File: src/hdl/hrkm_pkg.sv
// Shared types, constants and the key position ROM for the HID to key matrix unit.
package hrkm_pkg;

  // Key slots per report and key fields carried on the input port
  localparam int KEY_SLOTS  = 6;
  localparam int KEY_FIELDS = 6;

  // Matrix geometry
  localparam int COLS      = 7;
  localparam int ROWS      = 8;
  localparam int CELLS     = COLS * ROWS;
  localparam int ROM_TOP   = 104;

  // Item kinds
  localparam logic KIND_REPORT = 1'b0;
  localparam logic KIND_PROBE  = 1'b1;

  // Special codes and masks
  localparam logic [7:0] CODE_SHIFT    = 8'h68;
  localparam logic [7:0] CODE_DELETE   = 8'h4C;
  localparam logic [7:0] NO_POS        = 8'hFF;
  localparam logic [7:0] SHIFT_MASK    = 8'h22;
  localparam logic [7:0] CTRL_ALT_MASK = 8'h05;
  localparam logic [6:0] COL_IDLE      = 7'h7F;

  typedef logic [KEY_SLOTS-1:0][7:0] key_list_t;
  typedef logic [COLS-1:0][ROWS-1:0] matrix_t;

  typedef struct packed {
    logic       kind;
    logic [7:0] modifier_bits;
    key_list_t  keys;
    logic [6:0] column_lines;
  } item_t;

  typedef struct packed {
    logic [7:0] row_lines;
    logic       reset_line;
  } result_t;

  // Position per HID code: (column << 3) | row, or NO_POS
  localparam logic [7:0] POS_ROM [0:ROM_TOP] = '{
    8'hFF, 8'hFF, 8'hFF, 8'hFF, 8'h01, 8'h02, 8'h03, 8'h04,
    8'h05, 8'h06, 8'h07, 8'h08, 8'h09, 8'h0A, 8'h0B, 8'h0C,
    8'h0D, 8'h0E, 8'h0F, 8'h10, 8'h11, 8'h12, 8'h13, 8'h14,
    8'h15, 8'h16, 8'h17, 8'h18, 8'h19, 8'h1A, 8'h21, 8'h22,
    8'h23, 8'h24, 8'h25, 8'h26, 8'h27, 8'h28, 8'h29, 8'h20,
    8'h30, 8'h31, 8'h1D, 8'h1B, 8'h1F, 8'hFF, 8'h2D, 8'h1D,
    8'h1E, 8'hFF, 8'hFF, 8'h2A, 8'h2B, 8'hFF, 8'h2C, 8'h2E,
    8'h2F, 8'h1C, 8'hFF, 8'hFF, 8'hFF, 8'hFF, 8'hFF, 8'hFF,
    8'hFF, 8'hFF, 8'hFF, 8'hFF, 8'hFF, 8'hFF, 8'hFF, 8'hFF,
    8'hFF, 8'hFF, 8'hFF, 8'hFF, 8'h33, 8'hFF, 8'hFF, 8'h1E,
    8'h1D, 8'h1C, 8'h1B, 8'hFF, 8'hFF, 8'hFF, 8'hFF, 8'hFF,
    8'h30, 8'h21, 8'h22, 8'h23, 8'h24, 8'h25, 8'h26, 8'h27,
    8'h28, 8'h29, 8'h20, 8'h2E, 8'hFF, 8'h34, 8'hFF, 8'h2D,
    8'h35
  };

  // One-hot matrix cell for a code, all zero for unmapped codes
  function automatic matrix_t key_mask(input logic [7:0] code);
    logic [7:0] pos;
    matrix_t    mask;
    pos  = NO_POS;
    mask = '0;
    if (code <= 8'(ROM_TOP)) pos = POS_ROM[code[6:0]];
    if (pos != NO_POS && pos[7:3] < 5'(COLS)) mask[pos[5:3]][pos[2:0]] = 1'b1;
    return mask;
  endfunction

endpackage

File: src/hdl/hrkm_in_stage.sv
// Input register stage: captures one request and holds it until the engine takes it.
module hrkm_in_stage (
  input  logic          clk,
  input  logic          rst_n,
  input  logic          in_valid,
  output logic          in_stall,
  input  hrkm_pkg::item_t in_item,
  input  logic          advance,
  output logic          s1_valid,
  output hrkm_pkg::item_t s1_item
);
  import hrkm_pkg::*;

  logic  valid_r, valid_nxt;
  item_t item_r;
  logic  accept;

  // Stall only while a held request cannot move on
  assign in_stall = valid_r && !advance;
  assign accept   = in_valid && !in_stall;

  always_comb begin
    valid_nxt = valid_r;
    if (accept) begin
      valid_nxt = 1'b1;
    end else if (advance) begin
      valid_nxt = 1'b0;
    end
  end

  always_ff @(posedge clk) begin
    if (!rst_n) begin
      valid_r <= 1'b0;
    end else begin
      valid_r <= valid_nxt;
    end
  end

  // Load payload on accept
  always_ff @(posedge clk) begin
    if (accept) begin
      item_r <= in_item;
    end
  end

  assign s1_valid = valid_r;
  assign s1_item  = item_r;
endmodule

File: src/hdl/hrkm_engine.sv
// Matrix state and the single-pass report/probe logic.
module hrkm_engine (
  input  logic              clk,
  input  logic              rst_n,
  input  logic              fire,
  input  hrkm_pkg::item_t   item,
  output hrkm_pkg::result_t result
);
  import hrkm_pkg::*;

  matrix_t   matrix_r, matrix_nxt;
  key_list_t last_keys_r;
  logic      shift_held_r;
  logic      reset_level_r, reset_level_nxt;

  logic      this_shift, ctrl_alt, is_report;
  matrix_t   rel_mask, press_mask;
  logic      del_gone, del_new;
  logic      in_cur, in_last;
  logic [7:0] rows;

  assign is_report  = (item.kind == KIND_REPORT);
  assign this_shift = (item.modifier_bits & SHIFT_MASK) != 8'h00;
  assign ctrl_alt   = (item.modifier_bits & CTRL_ALT_MASK) == CTRL_ALT_MASK;

  // Gather releases and presses; all releases precede all presses
  always_comb begin
    rel_mask   = '0;
    press_mask = '0;
    del_gone   = 1'b0;
    del_new    = 1'b0;
    if (shift_held_r && !this_shift) rel_mask = rel_mask | key_mask(CODE_SHIFT);
    if (!shift_held_r && this_shift) press_mask = press_mask | key_mask(CODE_SHIFT);
    for (int i = 0; i < KEY_SLOTS; i++) begin
      in_cur  = 1'b0;
      in_last = 1'b0;
      for (int j = 0; j < KEY_SLOTS; j++) begin
        if (item.keys[j] == last_keys_r[i]) in_cur = 1'b1;
        if (last_keys_r[j] == item.keys[i]) in_last = 1'b1;
      end
      // Vanished code
      if (last_keys_r[i] != 8'h00 && !in_cur) begin
        if (ctrl_alt && last_keys_r[i] == CODE_DELETE) begin
          del_gone = 1'b1;
        end else begin
          rel_mask = rel_mask | key_mask(last_keys_r[i]);
        end
      end
      // New code
      if (item.keys[i] != 8'h00 && !in_last) begin
        if (ctrl_alt && item.keys[i] == CODE_DELETE) begin
          del_new = 1'b1;
        end else begin
          press_mask = press_mask | key_mask(item.keys[i]);
        end
      end
    end
  end

  always_comb begin
    matrix_nxt = (matrix_r & ~rel_mask) | press_mask;
    reset_level_nxt = reset_level_r;
    if (del_new) begin
      reset_level_nxt = 1'b1;
    end else if (del_gone) begin
      reset_level_nxt = 1'b0;
    end
  end

  // Answer a probe with the row byte of the single low column line
  always_comb begin
    rows = 8'h00;
    for (int b = 0; b < COLS; b++) begin
      if (item.column_lines == (COL_IDLE ^ (7'(1) << b))) rows = matrix_r[COLS-1-b];
    end
  end

  always_comb begin
    if (is_report) begin
      result.row_lines  = 8'h00;
      result.reset_line = reset_level_nxt;
    end else begin
      result.row_lines  = rows;
      result.reset_line = reset_level_r;
    end
  end

  // Commit state when a report moves to the result register
  always_ff @(posedge clk) begin
    if (!rst_n) begin
      matrix_r      <= '0;
      last_keys_r   <= '0;
      shift_held_r  <= 1'b0;
      reset_level_r <= 1'b0;
    end else if (fire && is_report) begin
      matrix_r      <= matrix_nxt;
      last_keys_r   <= item.keys;
      shift_held_r  <= this_shift;
      reset_level_r <= reset_level_nxt;
    end
  end
endmodule

File: src/hdl/hrkm_out_stage.sv
// Result register: holds one result until downstream takes it.
module hrkm_out_stage (
  input  logic              clk,
  input  logic              rst_n,
  input  logic              s1_valid,
  input  hrkm_pkg::result_t s1_result,
  output logic              advance,
  output logic              out_valid,
  input  logic              out_stall,
  output hrkm_pkg::result_t out_result
);
  import hrkm_pkg::*;

  logic    valid_r, valid_nxt;
  result_t result_r;

  // Move on when the register is empty or being drained
  assign advance = s1_valid && (!valid_r || !out_stall);

  always_comb begin
    valid_nxt = valid_r;
    if (advance) begin
      valid_nxt = 1'b1;
    end else if (!out_stall) begin
      valid_nxt = 1'b0;
    end
  end

  always_ff @(posedge clk) begin
    if (!rst_n) begin
      valid_r <= 1'b0;
    end else begin
      valid_r <= valid_nxt;
    end
  end

  always_ff @(posedge clk) begin
    if (advance) begin
      result_r <= s1_result;
    end
  end

  assign out_valid  = valid_r;
  assign out_result = result_r;
endmodule

File: src/hdl/hid_report_to_key_matrix_unit.sv
// Top level of the HID report to key matrix unit.
//
//   channel  | ports                                   | direction
//   ---------+-----------------------------------------+----------
//   request  | in_valid/in_stall, kind, mods, keys a-f | in
//            | and column_lines                        |
//   result   | out_valid/out_stall, row_lines,         | out
//            | reset_line                              |
//
// One request per cycle while the result side is not stalled; a result
// passes through the input register, then the result register.
// All state (matrix, previous keys, shift flag, reset level) updates in the
// single cycle that moves a report into the result register.
// Synchronous reset clears the matrix, previous keys and the reset level.
// A stall on the result side holds the result; the input register still
// takes one more request before in_stall rises.
module hid_report_to_key_matrix_unit (
  input  logic       clk,
  input  logic       rst_n,
  input  logic       in_valid,
  output logic       in_stall,
  input  logic       in_kind,
  input  logic [7:0] in_modifier_bits,
  input  logic [7:0] in_key_a,
  input  logic [7:0] in_key_b,
  input  logic [7:0] in_key_c,
  input  logic [7:0] in_key_d,
  input  logic [7:0] in_key_e,
  input  logic [7:0] in_key_f,
  input  logic [6:0] in_column_lines,
  output logic       out_valid,
  input  logic       out_stall,
  output logic [7:0] out_row_lines,
  output logic       out_reset_line
);
  import hrkm_pkg::*;

  logic [KEY_FIELDS-1:0][7:0] fields;
  item_t   in_item, s1_item;
  result_t s1_result, out_result;
  logic    s1_valid, advance;

  // Pack the request; slots beyond the port fields read as empty
  assign fields = {in_key_f, in_key_e, in_key_d, in_key_c, in_key_b, in_key_a};

  always_comb begin
    in_item.kind          = in_kind;
    in_item.modifier_bits = in_modifier_bits;
    in_item.column_lines  = in_column_lines;
    in_item.keys          = '0;
    for (int i = 0; i < KEY_SLOTS; i++) begin
      if (i < KEY_FIELDS) in_item.keys[i] = fields[i];
    end
  end

  hrkm_in_stage u_in (
    .clk      (clk),
    .rst_n    (rst_n),
    .in_valid (in_valid),
    .in_stall (in_stall),
    .in_item  (in_item),
    .advance  (advance),
    .s1_valid (s1_valid),
    .s1_item  (s1_item)
  );

  hrkm_engine u_engine (
    .clk    (clk),
    .rst_n  (rst_n),
    .fire   (advance),
    .item   (s1_item),
    .result (s1_result)
  );

  hrkm_out_stage u_out (
    .clk        (clk),
    .rst_n      (rst_n),
    .s1_valid   (s1_valid),
    .s1_result  (s1_result),
    .advance    (advance),
    .out_valid  (out_valid),
    .out_stall  (out_stall),
    .out_result (out_result)
  );

  assign out_row_lines  = out_result.row_lines;
  assign out_reset_line = out_result.reset_line;
endmodule

File: config.mk
export PLATFORM = sky130hd
export DESIGN_NAME = hid_report_to_key_matrix_unit
export DESIGN_NICKNAME = d
export VERILOG_FILES = /design/src/hdl/hrkm_pkg.sv /design/src/hdl/hrkm_in_stage.sv /design/src/hdl/hrkm_engine.sv /design/src/hdl/hrkm_out_stage.sv /design/src/hdl/hid_report_to_key_matrix_unit.sv
export SDC_FILE = /design/constraint.sdc
export NUM_CORES = 1
export LEC_CHECK = 0
export BUFFER_PORTS_ARGS = -buffer_cell sky130_fd_sc_hd__buf_2
export CAP_MARGIN = 30
export CELL_PAD_IN_SITES_DETAIL_PLACEMENT = 1
export CELL_PAD_IN_SITES_GLOBAL_PLACEMENT = 1
export CORE_UTILIZATION = 40
export DETAILED_ROUTE_END_ITERATION = 6
export PLACE_DENSITY = 0.67
export RECOVER_POWER = 25
export SYNTH_ARGS = -nofsm -noshare
export SYNTH_HDL_FRONTEND = slang
export SYNTH_HIERARCHICAL = 1
export SYNTH_SLANG_ARGS = --single-unit
File: constraint.sdc
create_clock -name clk -period 6.76 [get_ports clk]
set_clock_uncertainty 0.05 [all_clocks]
set_input_delay 0.338 -clock clk [delete_from_list [all_inputs] [get_ports clk]]
set_output_delay 0.338 -clock clk [all_outputs]
set_load 0.01 [all_outputs]
==> impl_metrics.json, run 1 <==
{
  "outcome": "finished clean",
  "cts_tree": "yes",
  "grt_max_degree": 77,
  "antenna_found_initial": 3,
  "yosysWarnings": 6,
  "grt_use_total": 0.366,
  "wire_per_inst_um": 30.0,
  "max_freq_ghz": 0.188,
  "avgSynthCellArea_um2": 7.54,
  "cts_made_buffers": 17,
  "whs_endpoint": "u_out/out_valid",
  "hpwl_mm": 98.5,
  "switchingPower_mw": 1.96,
  "clockRootBuffer": "clkbuf_16",
  "rows": 97,
  "io_buffers": 74,
  "final_cell_mix": "nand2_1 (366), xor2_1 (239), a21oi_1 (237)",
  "fillers": 8695,
  "rsz0062_at_grt": "no",
  "path_class": "reg2reg",
  "required_ps": 7170,
  "worstPathMaxFanout": 18,
  "worstMarginPinSlew_ps": 1220,
  "drv_cap": 0,
  "hold_viol": 0,
  "seq_power_share": 0.325,
  "power.share.combinational": 0.413,
  "setup_viol": 0,
  "tns_ps": 0,
  "period_share": 0.786,
  "holdPathStages": 3,
  "drive_gt1_frac": 0.108,
  "die-area_mm2": 0.0725,
  "die_w_um": 269,
  "wirelength_mm": 138,
  "gp_congestion": 1.04,
  "cts_max_level": 4,
  "fin_ws_ps": 1450,
  "p_per_area_mw_per_mm2": 142,
  "min_from": "out_stall",
  "fin_nets": 3808,
  "num_antenna_cells": 0,
  "grt_pass1_wl_mm": 204,
  "cp_data_arrival_time_ps": 5730,
  "clk_latency_ps": 520,
  "overflow": 0,
  "synthesis.area_mm2": 0.0286,
  "drt_first_iter_violations": 4654,
  "maxSlewHeadroom": 0.189,
  "power.internal_mw": 2.32,
  "place_ws_ps": 1910,
  "swShare": 0.458,
  "slew_viol_final": 0,
  "fin_crit_ps": 5310,
  "cp-end-kind": "register",
  "regArea_mm2": 0.00424,
  "final_common_cell": "nand2_1",
  "clock_path_buffers": 2,
  "core_mm2": 0.0704,
  "rrSetupSlack_ps": 1450,
  "hold_buffers": 61,
  "area_growth_pct": 5.33,
  "power.share.clock": 0.262,
  "reg2reg_to": "u_engine/matrix_r[44]",
  "vdd_drop_max_uv": 141,
  "multi_input_area_mm2": 0.0217,
  "clk_pin_slew_ps": 100,
  "synth_fp_nets": 3938,
  "viasPerCell": 6.99,
  "cts_setup_buffers": 0,
  "hp-class": "in2reg",
  "ant_nets": 0,
  "r2r_start": "u_in/s1_item[39]",
  "initial_utilization": 0.406,
  "die_h_um": 269,
  "ios": 79,
  "netlist_instances": 3790,
  "grt_pass1_vias": 30600,
  "reg2reg_depth": 11,
  "cts.sinks": 177,
  "via_count": 32300,
  "drcViolationCount": 0,
  "cp-start-kind": "register",
  "p_leak_nw": 10.7,
  "first_pass_iters": 7,
  "cts.repair.resized": 0
}
## sequential cells by signal, indices dropped and copies added (netlist names)
name and cells:
u_engine/last_keys_r 48, u_in/s1_valid 1, u_out/out_valid 1, u_engine/shift_held_r 1
u_in/s1_item 60, u_engine/matrix_r 56, u_out/out_result 9, u_engine/reset_level_r 1
## area by class of cell
cell class	count	share of cell area
clock buffers	17	0.0141
multi-input cells	3104	0.721
inverters	111	0.0138
flip-flops and latches	177	0.141
well taps	940	0.0391
repair buffers	249	0.0646
clock inverters	15	0.00678
## through the flow
step	cell area [um2]	total power, mW	std cells	hold WS (ps)	util
2_1_floorplan	28600	2.55	3790	379	-
3_3_place_gp	28600	3.04	4499	392	0.406
3_5_place_dp	28800	3.07	4513	398	0.409
4_1_cts	30000	4.22	4606	31.2	0.426
5_1_grt	30100	4.43	4613	54.4	0.428
6_report	30100	4.29	4613	35.6	0.428
## per-layer routing
layer / wire length (um) / GRT usage / share of wire
met1: 57400 / 0.483 / 0.41
met2: 58900 / 0.551 / 0.43
met3: 14200 / 0.0892 / 0.10
met4: 7880 / 0.183 / 0.057
met5: 13 / 0 / 0.000094
## how the worst max path moves through the flow
| stage | start | to | slack (ps) | cells past startpoint |
|---|---|---|---|---|
| after global routing | u_in/s1_item[39] | u_engine/matrix_r[44] | 1460 | 11 |
| after detailed placement | u_in/s1_item[48] | u_engine/matrix_r[2] | 1910 | 11 |
| final | u_in/s1_item[39] | u_engine/matrix_r[44] | 1450 | 11 |
| after global placement | u_in/s1_item[16] | u_engine/matrix_r[48] | 1960 | 11 |
| after floorplan | u_in/s1_valid | u_in/s1_item[0] | 2060 | 3 |
| after CTS | u_in/s1_item[48] | u_engine/matrix_r[2] | 1880 | 11 |
## power by group through the flow
stage | clock network, mW | registers [mW] | logic (mW)
6_report | 1.13 | 1.39 | 1.77
5_1_grt | 1.17 | 1.40 | 1.86
4_1_cts | 1.14 | 1.39 | 1.69
3_5_place_dp | 0 | 1.41 | 1.66
3_3_place_gp | 0 | 1.42 | 1.62
2_1_floorplan | 0 | 1.29 | 1.26
## critical path: stages, from the launching register on
cell and delay [ps]:
edfxtp_1 990, inv_1 220, ha_1 490, nor2_1 70
o21a_1 200, a311o_1 340, a2111oi_0 570, and4_1 670
nor4b_1 950, a2111oi_0 240, a31oi_1 330, a31o_1 140
(Power assumes the default switching activity.)
==> run 2: changes to the inputs <==
- PLACE_DENSITY: 0.67 -> 0.7
- clock period: 6.76 -> 4.85 ns (I/O delays scaled with it)
==> run 2 against run 1 <==
  * Hold slack better by 230 ps
  * Fmax increased by 20%
  * First-iteration DRC count grew 4.4%
  * Register-to-register slack lost 1000 ps
  * Via count rose by 2.9%
  * Largest cell class unchanged
  * Non-clock buffer count grew 132
  * Routed wire length grew 4.9%
  * Clock power is 37% higher
==> impl_metrics.json, run 2 (same netlist as run 1, synthesis figures left out) <==
{
  "outcome": "finished clean",
  "io_buffers": 74,
  "grt_use_total": 0.386,
  "die_w_um": 269,
  "wirelength_mm": 145,
  "cts.sinks": 177,
  "slowest_stage": "edfxtp_1",
  "crit_buf_inv": 1,
  "cts_made_buffers": 17,
  "max_freq_ghz": 0.226,
  "overflow": 0,
  "maxSlewHeadroom": 0.272,
  "initial_utilization": 0.406,
  "final_cells": 4749,
  "p_leak_nw": 11.3,
  "antenna_found_initial": 3,
  "cp-start-kind": "register",
  "cp_top_family": "compound AO/OA/AOI/OAI gates",
  "fin_nets": 3940,
  "cts_max_level": 4,
  "clock_path_buffers": 2,
  "die-area_mm2": 0.0725,
  "place_inst": 4647,
  "wire_per_inst_um": 30.6,
  "hp-class": "in2reg",
  "rows": 97,
  "clk_latency_ps": 530,
  "period_share": 0.913,
  "area_growth_pct": 8.56,
  "viasPerCell": 6.99,
  "clockRootBuffer": "clkbuf_16",
  "tns_ps": 0,
  "vdd_drop_max_uv": 194,
  "ant_nets": 0,
  "worstMarginPinSlew_ps": 1090,
  "grt_pass1_vias": 32000,
  "core_mm2": 0.0704,
  "die_h_um": 269,
  "via_count": 33200,
  "worstPathMaxFanout": 25,
  "crit_path_cell_trace": "buf_4 -> nor2_1 -> and3_1 -> o311a_1 -> a21oi_1 -> a211oi_2 -> a222oi_1 -> a41oi_1 -> a32o_1",
  "hpwl_mm": 106,
  "drcViolationCount": 0,
  "final_common_cell": "nand2_1",
  "drt_first_iter_violations": 4860,
  "largest_register_ffs": 60,
  "cts_tree": "yes",
  "fillers": 8731,
  "rsz0062_at_grt": "no",
  "drive_gt1_frac": 0.139,
  "final_cell_mix": "nand2_1 (366), xor2_1 (239), a21oi_1 (237)",
  "first_pass_iters": 7,
  "multi_input_area_mm2": 0.0217,
  "slowest_delay_ps": 990,
  "regArea_mm2": 0.00424,
  "p_per_area_mw_per_mm2": 196,
  "slew_viol_final": 0,
  "gp_congestion": 1.05,
  "fin_crit_ps": 4430,
  "clk_pin_slew_ps": 100,
  "grt_max_degree": 46,
  "path_class": "reg2reg",
  "ios": 79,
  "finalPower_mw": 6.08,
  "drv_cap": 0,
  "grt_pass1_wl_mm": 214,
  "cp_data_arrival_time_ps": 4800,
  "required_ps": 5220,
  "hold_viol": 0,
  "setup_viol": 0,
  "cp-end-kind": "register"
}
-- run 2: changes by cell type in the layout (fill, tap and decap cells not counted), sizes merged --
cell         before  now
clkinvlp          0    1
dlygate4sd3      61   62
inv             115  118
diode             0    4
clkinv           11    7
clkbuf           27   22
buf             178  314
-- run 2: repair_timing --
| action | CTS | global route |
|---|---|---|
| setup buffers | 0 | 0 |
| hold buffers | 62 | 0 |
| endpoints found under the hold margin | 62 | 0 |
| resized for setup | 0 | 0 |
-- run 2: metal layers --
layer	vias up	global-route usage	wire, um
li1	14400	-	-
met1	16300	0.500	59200
met2	1984	0.578	62100
met3	511	0.100	15000
met4	4	0.215	8780
met5	-	0.00461	62
-- run 2: power breakdown --
group	switching [mW]	internal, mW
clock	0.850	0.702
combinational	1.63	0.894
sequential	0.301	1.69
total	2.79	3.29
-- run 2: stage by stage --
stage | setup slack [ps] | util | hold WS (ps) | cell area (um2)
CTS | 616 | 0.440 | 243 | 31000
floorplan | 151 | - | 291 | 28600
finish | 421 | 0.441 | 271 | 31000
global placement | 718 | 0.421 | 369 | 29700
global route | 351 | 0.441 | 302 | 31000
detailed placement | 638 | 0.423 | 371 | 29800
-- run 2: final cells by class --
| type | instances | share of cell area |
|---|---|---|
| inverter | 111 | 0.0134 |
| clock buffer | 17 | 0.0137 |
| antenna | 4 | 0.000323 |
| sequential | 177 | 0.137 |
| tap | 940 | 0.0379 |
| timing repair buffer | 381 | 0.0937 |
| clock inverter | 15 | 0.00581 |
| multi-input combinational | 3104 | 0.699 |
-- run 2: path summary, 6_finish.rpt --
path | cells past startpoint | end | start | slack [ps]
setup reg to reg | 9 | u_engine/matrix_r[0] | u_in/s1_item[41] | 420
hold / removal | 2 | u_in/s1_valid | rst_n | 270
setup / recovery | 9 | u_engine/matrix_r[0] | u_in/s1_item[41] | 420
hold reg to reg | 2 | u_engine/matrix_r[46] | u_engine/matrix_r[46] | 420
